### src/hdl/drt_pkg.sv
// package for the divider and reloadable timer: constants, sequencer states, period decode
`timescale 1ns / 1ps

package drt_pkg;

  localparam int DIVIDER_PERIOD_DEF = 256;

  localparam int DIV_PHASE_W = 9;
  localparam int TMR_PHASE_W = 16;
  localparam int COUNT_W     = 8;
  // most increments one item can yield: 65535 / 16 fits in 12 bits
  localparam int INCR_W      = 12;
  localparam int SPAN_W      = 9;

  localparam logic [DIV_PHASE_W-1:0] DIV_PHASE_MAX = '1;
  localparam logic [TMR_PHASE_W-1:0] TMR_PHASE_MAX = '1;

  localparam logic [1:0] REG_RELOAD = 2'd0;
  localparam logic [1:0] REG_ENABLE = 2'd1;
  localparam logic [1:0] REG_SELECT = 2'd2;

  localparam logic [1:0] SEL_1024 = 2'd0;
  localparam logic [1:0] SEL_16   = 2'd1;
  localparam logic [1:0] SEL_64   = 2'd2;
  localparam logic [1:0] SEL_256  = 2'd3;

  typedef enum logic [2:0] {
    ST_IDLE,
    ST_ACCUM,
    ST_WRAP,
    ST_MOD,
    ST_FINISH
  } drt_state_t;

  // log2 of the timer period for each clock select code
  function automatic logic [3:0] period_shift(input logic [1:0] sel);
    logic [3:0] sh;
    unique case (sel)
      SEL_1024: sh = 4'd10;
      SEL_16:   sh = 4'd4;
      SEL_64:   sh = 4'd6;
      SEL_256:  sh = 4'd8;
      default:  sh = 4'd10;
    endcase
    return sh;
  endfunction

endpackage

### src/hdl/divider_and_reload_timer.sv
// divider and reloadable timer with overflow interrupt, top level
//
//   channel | dir | handshake           | payload
//   s       | in  | s_tvalid / s_tready | s_tdata: cycles_elapsed
//   m       | out | m_tvalid / m_tready | m_tdata: divider_value, timer_value, timer_interrupt
//   cfg     | in  | cfg_we              | cfg_index, cfg_data
//
// an item goes through accept, accumulate, wrap check and finish, and through a remainder
// step before finish when the timer count overflows: the remainder by the reload span is found
// by a shared restoring subtractor, one bit of the 12-bit increment count per cycle.
// rst is synchronous and clears the state, config, counters, phases, m_tvalid and irq.
// s_tready is high in idle even while a result waits on m; a stalled result holds the
// finishing step until the output register frees.
`timescale 1ns / 1ps

module divider_and_reload_timer #(
  parameter int DIVIDER_PERIOD = drt_pkg::DIVIDER_PERIOD_DEF
) (
  input  logic        clk,
  input  logic        rst,
  input  logic        s_tvalid,
  output logic        s_tready,
  input  logic [7:0]  s_tdata,   // [7:0] cycles_elapsed
  output logic        m_tvalid,
  input  logic        m_tready,
  output logic [23:0] m_tdata,   // [7:0] divider_value, [15:8] timer_value,
                                 // [16] timer_interrupt, [23:17] zero
  input  logic        cfg_we,
  input  logic [1:0]  cfg_index,
  input  logic [7:0]  cfg_data
);
  import drt_pkg::*;

  localparam int CNT_W = $clog2(INCR_W);

  drt_state_t state, state_next;

  logic [COUNT_W-1:0]     reload_value;
  logic                   timer_enable;
  logic [1:0]             clock_select;

  logic [DIV_PHASE_W-1:0] div_phase;
  logic [COUNT_W-1:0]     div_count;
  logic [TMR_PHASE_W-1:0] tmr_phase;
  logic [COUNT_W-1:0]     tmr_count;

  logic [7:0]             cyc;
  logic [INCR_W-1:0]      incr;
  logic [SPAN_W-1:0]      rem;
  logic [SPAN_W-1:0]      span;
  logic [CNT_W-1:0]       step;
  logic                   irq;

  // accumulate step
  logic [DIV_PHASE_W:0]   div_sum;
  logic [DIV_PHASE_W-1:0] div_sat;
  logic [TMR_PHASE_W:0]   tmr_sum;
  logic [TMR_PHASE_W-1:0] tmr_sat;
  logic [3:0]             shift;

  // wrap step
  logic [SPAN_W-1:0]      to_wrap;

  // shared remainder unit
  logic [SPAN_W:0]        trial;
  logic                   fits;

  assign s_tready = (state == ST_IDLE);

  always_comb begin
    div_sum = {1'b0, div_phase} + (DIV_PHASE_W+1)'(cyc);
    div_sat = div_sum[DIV_PHASE_W] ? DIV_PHASE_MAX : div_sum[DIV_PHASE_W-1:0];
    tmr_sum = {1'b0, tmr_phase} + (TMR_PHASE_W+1)'(cyc);
    tmr_sat = tmr_sum[TMR_PHASE_W] ? TMR_PHASE_MAX : tmr_sum[TMR_PHASE_W-1:0];
    shift   = period_shift(clock_select);
    to_wrap = (SPAN_W)'(9'd256) - (SPAN_W)'(tmr_count);
    trial   = {rem, incr[INCR_W-1]};
    fits    = trial >= (SPAN_W+1)'(span);
  end

  always_comb begin
    state_next = state;
    unique case (state)
      ST_IDLE:   if (s_tvalid) state_next = ST_ACCUM;
      ST_ACCUM:  state_next = ST_WRAP;
      ST_WRAP: begin
        if (incr != '0 && (SPAN_W+1)'(incr) >= (SPAN_W+1)'(to_wrap) && incr[INCR_W-1:SPAN_W] == '0)
          state_next = ST_MOD;
        else if (incr[INCR_W-1:SPAN_W] != '0)
          state_next = ST_MOD;
        else
          state_next = ST_FINISH;
      end
      ST_MOD:    if (step == CNT_W'(INCR_W-1)) state_next = ST_FINISH;
      ST_FINISH: if (!m_tvalid || m_tready) state_next = ST_IDLE;
      default:   state_next = ST_IDLE;
    endcase
  end

  always_ff @(posedge clk) begin
    if (rst) begin
      state <= ST_IDLE;
    end else begin
      state <= state_next;
    end
  end

  always_ff @(posedge clk) begin
    if (rst) begin
      reload_value <= '0;
      timer_enable <= 1'b0;
      clock_select <= '0;
    end else if (cfg_we) begin
      unique case (cfg_index)
        REG_RELOAD: reload_value <= cfg_data;
        REG_ENABLE: timer_enable <= cfg_data[0];
        REG_SELECT: clock_select <= cfg_data[1:0];
        default: ;
      endcase
    end
  end

  always_ff @(posedge clk) begin
    if (rst) begin
      div_phase <= '0;
      div_count <= '0;
      tmr_phase <= '0;
      tmr_count <= '0;
      m_tvalid  <= 1'b0;
      irq       <= 1'b0;
    end else begin
      if (m_tvalid && m_tready && state != ST_FINISH) m_tvalid <= 1'b0;
      unique case (state)
        ST_IDLE: begin
          if (s_tvalid) cyc <= s_tdata;
          irq <= 1'b0;
        end
        ST_ACCUM: begin
          if (div_sat >= DIV_PHASE_W'(DIVIDER_PERIOD)) begin
            div_phase <= div_sat - DIV_PHASE_W'(DIVIDER_PERIOD);
            div_count <= div_count + 1'b1;
          end else begin
            div_phase <= div_sat;
          end
          if (timer_enable) begin
            incr      <= INCR_W'(tmr_sat >> shift);
            tmr_phase <= tmr_sat & ~(TMR_PHASE_MAX << shift);
          end else begin
            incr      <= '0;
            tmr_phase <= tmr_sat;
          end
        end
        ST_WRAP: begin
          if (state_next == ST_MOD) begin
            // overflow: remainder of what is left by the reload span
            irq  <= 1'b1;
            incr <= incr - INCR_W'(to_wrap);
            span <= (SPAN_W)'(9'd256) - (SPAN_W)'(reload_value);
            rem  <= '0;
            step <= '0;
          end else begin
            tmr_count <= tmr_count + incr[COUNT_W-1:0];
          end
        end
        ST_MOD: begin
          rem  <= fits ? SPAN_W'(trial - (SPAN_W+1)'(span)) : trial[SPAN_W-1:0];
          incr <= {incr[INCR_W-2:0], 1'b0};
          step <= step + 1'b1;
          if (step == CNT_W'(INCR_W-1))
            tmr_count <= reload_value + (fits ? COUNT_W'(trial - (SPAN_W+1)'(span))
                                              : trial[COUNT_W-1:0]);
        end
        ST_FINISH: begin
          if (!m_tvalid || m_tready) begin
            m_tvalid <= 1'b1;
            m_tdata  <= {7'd0, irq, tmr_count, div_count};
          end
        end
        default: ;
      endcase
    end
  end

`ifndef SYNTH
  a_accept_starts: assert property (@(posedge clk) disable iff (rst)
    (s_tvalid && s_tready) |=> (state == ST_ACCUM))
    else $error("accepted transaction did not start accumulation");

  a_rem_below_span: assert property (@(posedge clk) disable iff (rst)
    (state == ST_MOD) |-> (rem < span))
    else $error("partial remainder not below reload span");

  a_finish_loads: assert property (@(posedge clk) disable iff (rst)
    (state == ST_FINISH && (!m_tvalid || m_tready)) |=> (m_tvalid && s_tready))
    else $error("finished result not presented");

  a_no_incr_skips_mod: assert property (@(posedge clk) disable iff (rst)
    (state == ST_WRAP && incr == '0) |=> (state == ST_FINISH && !irq))
    else $error("zero increments took the overflow path");
`endif

endmodule

### config.mk
export PLATFORM = sky130hd
export DESIGN_NAME = divider_and_reload_timer
export DESIGN_NICKNAME = d
export VERILOG_FILES = /design/src/hdl/drt_pkg.sv /design/src/hdl/divider_and_reload_timer.sv
export SDC_FILE = /design/constraint.sdc
export NUM_CORES = 1
export LEC_CHECK = 0
export ABC_AREA = 1
export BUFFER_PORTS_ARGS = -buffer_cell sky130_fd_sc_hd__buf_2
export CAP_MARGIN = 15
export CORE_ASPECT_RATIO = 0.6
export CORE_MARGIN = 10
export CORE_UTILIZATION = 50
export CTS_CLUSTER_DIAMETER = 80
export DETAILED_ROUTE_END_ITERATION = 12
export GPL_TIMING_DRIVEN = 0
export HOLD_SLACK_MARGIN = 0.12
export PLACE_DENSITY = 0.68
export REMOVE_ABC_BUFFERS = 1
export SYNTH_ARGS = -nofsm -noshare
export SYNTH_HDL_FRONTEND = slang
export SYNTH_SLANG_ARGS = --single-unit
export TNS_END_PERCENT = 1
### constraint.sdc
create_clock -name clk -period 4.6 [get_ports clk]
set_clock_uncertainty 0.2 [all_clocks]
set_input_delay 0.46 -clock clk [delete_from_list [all_inputs] [get_ports clk]]
set_output_delay 0.46 -clock clk [all_outputs]
set_load 0.02 [all_outputs]
==> results of run 1 <==
through the flow:
step	hold WS (ns)	cell area [um2]	total power, mW	setup WS [ns]	instances
finish	0.124	8970	3.44	0.366	1316
CTS	0.120	8970	3.44	0.456	1316
floorplan	0.209	7770	1.85	1.27	1026
global route	0.134	8970	3.63	0.178	1316
global placement	0.214	8230	2.06	0.357	1270
detailed placement	0.232	8270	2.08	0.514	1273
routing by layer:
layer	routed length (um)	global-route usage	vias up	part of all wire
met5	0	0	-	0
met1	11200	0.311	3193	0.55
met3	1830	0.0513	11	0.089
met4	143	0.0390	0	0.0070
li1	-	-	3562	-
met2	7310	0.234	262	0.36
critical path: stages, from the launching register on:
cell and delay (ns):
edfxtp_1 0.42, inv_1 0.12, ha_1 0.15, inv_1 0.06, fa_1 0.39, nand3_1 0.12
nand2_1 0.11, nand2_1 0.09, nand2_2 0.07, nand2_2 0.09, nand2_4 0.13, o21ai_0 0.29
inv_1 0.09, ha_1 0.24, fa_1 0.42, nand2_1 0.15, a21oi_1 0.10, o21ai_0 0.28
nand2_1 0.11, o22ai_1 0.26, nand2_1 0.11, a21oi_1 0.17
final timing paths:
check / start / endpoint / slack (ns) / cells after the start
worst max-delay path: incr[11]$_DFFE_PP_ / tmr_count[4]$_SDFFE_PP0P_ / 0.37 / 21
worst min-delay path: cfg_data[4] / reload_value[4]$_SDFFE_PP0P_ / 0.12 / 3
worst max register to register: incr[11]$_DFFE_PP_ / tmr_count[4]$_SDFFE_PP0P_ / 0.37 / 21
worst min register to register: irq$_SDFFE_PP0P_ / m_tdata[16]$_DFFE_PP_ / 0.26 / 0
cell usage in the layout, fill, tap and decap left out, drive strengths merged, types with 2 or more instances in the layout:
cell type,count
nor4,3
a31oi,5
o21ai,60
o211ai,5
xnor2,7
nand2,252
inv,155
xor2,28
fa,6
edfxtp,59
clkinv,6
nor2,93
a21oi,89
nand3b,5
o21a,3
a21o,3
a21boi,2
ha,58
conb,7
nand3,84
a32oi,2
nor3,17
bufinv,2
nand4,18
a211oi,2
clkbuf,18
buf,44
or2,7
dlygate4sd3,11
dfxtp,56
power by group through the flow:
stage               sequential (mW)  clock [mW]  combinational, mW
floorplan                      1.22           0              0.634
global placement               1.24           0              0.818
detailed placement             1.24           0              0.838
CTS                            1.22        1.36              0.853
global route                   1.23        1.42              0.984
finish                         1.22        1.35              0.866
logic make-up after synthesis:
group	Yosys count
compound gates	175
xor+xnor	35
simple gates	480
buf+inv	177
other cells	1
fa+ha+maj	64
flops	115
sequential cells by signal (all words and copies together) (netlist names), 9 cells and up:
signal	flops
span	9
tmr_phase	16
rem	9
m_tdata	17
incr	12
final cells by class:
| cell class | count | area (um2) | share of cell area |
|---|---|---|---|
| clock inverter | 14 | 164 | 0.0183 |
| sequential | 115 | 2890 | 0.323 |
| timing repair buffer | 55 | 345 | 0.0385 |
| tap | 203 | 254 | 0.0283 |
| multi-input combinational | 761 | 4320 | 0.482 |
| clock buffer | 18 | 429 | 0.0479 |
| inverter | 150 | 564 | 0.0629 |
repair_timing:
item / CTS / global route
resized for setup: 0 / 0
hold buffers: 11 / 0
hold endpoints to repair: 11 / 0
==> results by group, run 1 <==
Clocking
  – CTS tree: built
  – H-Tree Depth: 4
  – Clock transition at path regs: 0.06 ns
  – Max Buffers Root-to-Sink: 2
  – Root buf cell: clkbuf_16
  – Inserted Clock Buffers: 17
  – CTS sink cnt: 115
  – Setup Buffers After CTS: 0
  – Worst skew pair latency: 0.42 ns

Min path
  – HP Class: input pin to register

Synth
  – Synth unique cells: 51
  – Top cells by count, synth: 235 x nand2_1, 145 x inv_1, 86 x nor2_1, 85 x a21oi_1, 76 x nand3_1
  – Count of flip-flops with a built-in enable after synthesis: 59
  – #FFs+latches synth: 115
  – Cell accounting for the most synthesized area: edfxtp_1
  – Syn Area/Cell: 7.56 um2
  – Top_reg_cell synth: edfxtp_1
  – Synthesized area: 7910 um2
  – Compound-Gate Fraction of Synth Area: 0.122
  – Most numerous cell in the Yosys netlist: nand2_1
  – Simple-Gate Fraction of Synth Area: 0.274
  – Mux cell area share after synthesis: 0
  – XOR/XNOR Fraction of Synth Area: 0.0387
  – Yosys top cell area share: 0.224
  – Largest family of logic cells by synthesized area: simple AND/OR/NAND/NOR gates
  – Ys Warns: 0
  – Synth area leaders: edfxtp_1 22%, dfxtp_1 14%, nand2_1 11%
  – Cell count after synthesis: 1047
  – Sequential-to-total area share from yosys stat: 0.366
  – Ys async rst share: 0
  – Synth Area in Adders: 0.107

Die
  – Site Rows: 35
  – Die Area: 21400 um2
  – Die span in y: 117 um
  – DIE WIDTH: 182 um
  – I/O pin count: 49
  – Total core area: 15400 um2
  – Initial Util: 0.513

STA
  – Setup violators final: 0
  – Pins over their slew limit: 0
  – Setup TNS: 0 ns
  – Final Hold Fails: 0
  – F_max: 236 MHz
  – Unrepaired setup endpoints after global routing: no
  – Slew of the pin with the lowest slew margin: 1.05 ns
  – Fin crit share: 0.920
  – Max-slew headroom: 0.296
  – Final Critical Period: 4.23 ns

Layout
  – N_diodes: 0
  – Final Core Density: 0.582
  – Filler cells: 1402
  – Fraction of layout cells with a size suffix above 1: 0.112
  – Final #Nets: 1187
  – Area Overhead vs Synth: 13.3%

Placed design
  – Port Buffers: 41
  – Post-DP HPWL: 15500 um
  – Final GP Congestion: 0.900

Detailed routing
  – Vias post-DR: 7028
  – DRT Wirelength: 20400 um
  – Routed WL per cell: 15.5 um
  – DRC: 0
  – Final ANT Viol Nets: 0
  – DR vias/cell: 5.34
  – Drt pass-1 iters: 6
  – Detailed Route Iter0 Violations: 717

Power
  – Pwr/cell area: 384 nW/um2
  – Pleak: 4.18 nW
  – NetSw: 1.17 mW
  – Internal power: 2.27 mW
  – Sequential Power Share: 0.355
  – Worst VDD drop: 0.246 mV
  – Clk network pwr share: 0.393
  – Comb pwr share: 0.252
  – Net Sw Frac: 0.340

GRT
  – First-pass GRT wire length: 33900 um
  – Largest net degree at the start of global routing: 35
  – Vias in the first global route: 6494
  – Initial antenna violation count: 0
  – GR Util All Layers: 0.191
  – Congestion Overflow GR: 0

Flow run
  – Total of max-cap violations: 0

Status
  – Run status: finished clean

Setup path
  – Startpoint Class: register
  – Data arrival, critical path: 4.37 ns
  – Crit Path Class: register to register
  – Crit-path max FO: 17
  – Worst endpoint required time: 4.73 ns
  – Crit path capture type: register
Power figures use the tool's default switching activity.
==> run 2: changes to the inputs <==
--- a/config.mk
+++ b/config.mk
@@ -16,4 +16,5 @@
 export GPL_TIMING_DRIVEN = 0
 export HOLD_SLACK_MARGIN = 0.12
+export MAX_ROUTING_LAYER = met4
 export PLACE_DENSITY = 0.68
 export REMOVE_ABC_BUFFERS = 1
==> constraint.sdc (replaced) <==
create_clock -name clk -period 4.6 [get_ports clk]
set_clock_uncertainty 0.2 [all_clocks]
set_input_delay 0.46 -clock clk [delete_from_list [all_inputs] [get_ports clk]]
set_output_delay 0.46 -clock clk [all_outputs]
set_load 0.1 [all_outputs]
==> run 2 against run 1 <==
  * Clock power about the same
  * Critical path type unchanged
  * Final cell count unchanged
  * Via count up 0.34%
  * Highest routed layer unchanged
  * Final area unchanged
  * Wire length up 0.21%
==> results by group, run 2 (synthesis results as in run 1) <==
Status
  – Run status: finished clean

Power
  – Worst VDD drop: 0.245 mV (-0.30%)
  – Sequential Power Share: 0.351 (-0.004)
  – NetSw: 1.21 mW (+3.4%)
  – Internal power: 2.27 mW (about the same)
  – Net Sw Frac: 0.347 (+0.00753)
  – Pleak: 4.18 nW (unchanged)
  – Clk network pwr share: 0.389 (-0.004)
  – Comb pwr share: 0.260 (+0.008)
  – Pwr/cell area: 388 nW/um2 (+1.2%)

Die
  – Die span in y: 117 um (unchanged)
  – Initial Util: 0.513 (unchanged)
  – Site Rows: 35 (unchanged)
  – Die Area: 21400 um2 (unchanged)
  – Total core area: 15400 um2 (unchanged)
  – I/O pin count: 49 (unchanged)
  – DIE WIDTH: 182 um (unchanged)

STA
  – Max-slew headroom: 0.296 (about the same)
  – Pins over their slew limit: 0 (unchanged)
  – Unrepaired setup endpoints after global routing: no
  – F_max: 236 MHz (about the same)
  – Setup violators final: 0 (unchanged)
  – Slew of the pin with the lowest slew margin: 1.05 ns (-0.0000361 ns)
  – Fin crit share: 0.921 (about the same)
  – Final Critical Period: 4.23 ns (+0.000727 ns)
  – Final Hold Fails: 0 (unchanged)
  – Setup TNS: 0 ns (unchanged)

Detailed routing
  – Drt pass-1 iters: 5 (-1)
  – DRC: 0 (unchanged)
  – DRT Wirelength: 20500 um (+0.21%)
  – Detailed Route Iter0 Violations: 732 (+2.1%)
  – Final ANT Viol Nets: 0 (unchanged)
  – Routed WL per cell: 15.6 um (+0.21%)
  – Vias post-DR: 7052 (+0.34%)
  – DR vias/cell: 5.36 (+0.34%)

Layout
  – Finished Cell Area: 8970 um2 (unchanged)
  – Top flop regs: m_tdata (17), tmr_phase (16), incr (12)
  – Reg with most FFs: m_tdata
  – Number of flip-flops in the largest register: 17 (unchanged)
  – Filler cells: 1402 (unchanged)
  – Final #Nets: 1187 (unchanged)
  – Fraction of layout cells with a size suffix above 1: 0.112 (unchanged)
  – Area Overhead vs Synth: 13.3% (unchanged)
  – Commonest non-fill, non-tap cell in the layout: nand2_1
  – Most frequent cells in the layout: 235 x nand2_1, 145 x inv_1, 86 x nor2_1
  – N_diodes: 0 (unchanged)

Clocking
  – CTS tree: built
  – Setup Buffers After CTS: 0 (unchanged)
  – CTS sink cnt: 115 (unchanged)
  – H-Tree Depth: 4 (unchanged)
  – Post-CTS Resized: 0 (unchanged)
  – Worst skew pair latency: 0.42 ns (about the same)
  – Root buf cell: clkbuf_16
  – Clock transition at path regs: 0.07 ns (about the same)
  – Max Buffers Root-to-Sink: 2 (unchanged)
  – Inserted Clock Buffers: 17 (unchanged)

GRT
  – Vias in the first global route: 6509 (+0.23%)
  – GR Util All Layers: 0.196 (+0.00533)
  – First-pass GRT wire length: 33800 um (-0.16%)
  – Congestion Overflow GR: 0 (unchanged)
  – Largest net degree at the start of global routing: 35 (unchanged)
  – Initial antenna violation count: 0 (unchanged)

Placed design
  – Post-DP HPWL: 15500 um (unchanged)
  – Final GP Congestion: 0.915 (+1.7%)
  – Port Buffers: 41 (unchanged)
  – Post-DP Area: 8270 um2 (unchanged)

Setup path
  – Worst endpoint required time: 4.73 ns (about the same)
  – Crit Path Class: register to register
  – Startpoint Class: register
  – Data arrival, critical path: 4.37 ns (about the same)
  – Crit-path max FO: 17 (unchanged)
  – Crit path capture type: register

Flow run
  – Total of max-cap violations: 0 (unchanged)

Min path
  – HP Class: input pin to register
## run 2: power by group through the flow
stage                     Clock, mW  Combinational (mW)  Sequential, mW
after floorplan                   0               0.671            1.22
after global placement            0               0.858            1.24
after detailed placement          0               0.877            1.24
after CTS                      1.36               0.893            1.22
after global routing           1.42                1.02            1.23
final                          1.35               0.906            1.22
## run 2: worst max-delay path, cell delays in order (launching register included)
cell      delay (ns)
edfxtp_1        0.42
inv_1           0.12
ha_1            0.15
inv_1           0.06
fa_1            0.39
nand3_1         0.12
nand2_1         0.11
nand2_1         0.09
nand2_2         0.07
nand2_2         0.09
nand2_4         0.13
o21ai_0         0.29
inv_1           0.09
ha_1            0.24
fa_1            0.42
nand2_1         0.15
a21oi_1         0.10
o21ai_0         0.28
nand2_1         0.11
o22ai_1         0.26
nand2_1         0.11
a21oi_1         0.17
## run 2: routing by layer
metal  share of wire  routed length [um]  GRT usage
met2            0.36                7350      0.234
met4          0.0068                 139     0.0390
met3           0.087                1780     0.0470
met5               0                   0          -
met1            0.55               11200      0.313
## run 2: stage by stage
step	power [mW]	hold WS, ns	setup WS, ns	utilization	instances
global route	3.67	0.135	0.178	0.582	1316
CTS	3.48	0.120	0.456	0.582	1316
floorplan	1.89	0.209	1.27	-	1026
finish	3.48	0.123	0.365	0.582	1316
detailed placement	2.12	0.232	0.514	0.536	1273
global placement	2.10	0.214	0.357	0.534	1270
## run 2: path summary, 6_finish.rpt
check	slack (ns)	cells past startpoint	start	end
worst max-delay path	0.37	21	incr[11]$_DFFE_PP_	tmr_count[4]$_SDFFE_PP0P_
worst min-delay path	0.12	3	cfg_data[4]	reload_value[4]$_SDFFE_PP0P_
worst max register to register	0.37	21	incr[11]$_DFFE_PP_	tmr_count[4]$_SDFFE_PP0P_
worst min register to register	0.26	0	irq$_SDFFE_PP0P_	m_tdata[16]$_DFFE_PP_
## run 2: timing repair
item                       in CTS  in global routing
setup endpoints to repair       0                  0
hold endpoints to repair       11                  0
hold buffers                   11                  0
## run 2: layout make-up
cell class,count,area (um2),share of cell area
Multi-Input combinational cell,761,4320,0.482
Timing Repair Buffer,55,345,0.0385
Clock inverter,14,164,0.0183
Clock buffer,18,429,0.0479
Tap cell,203,254,0.0283
Sequential cell,115,2890,0.323
Inverter,150,564,0.0629
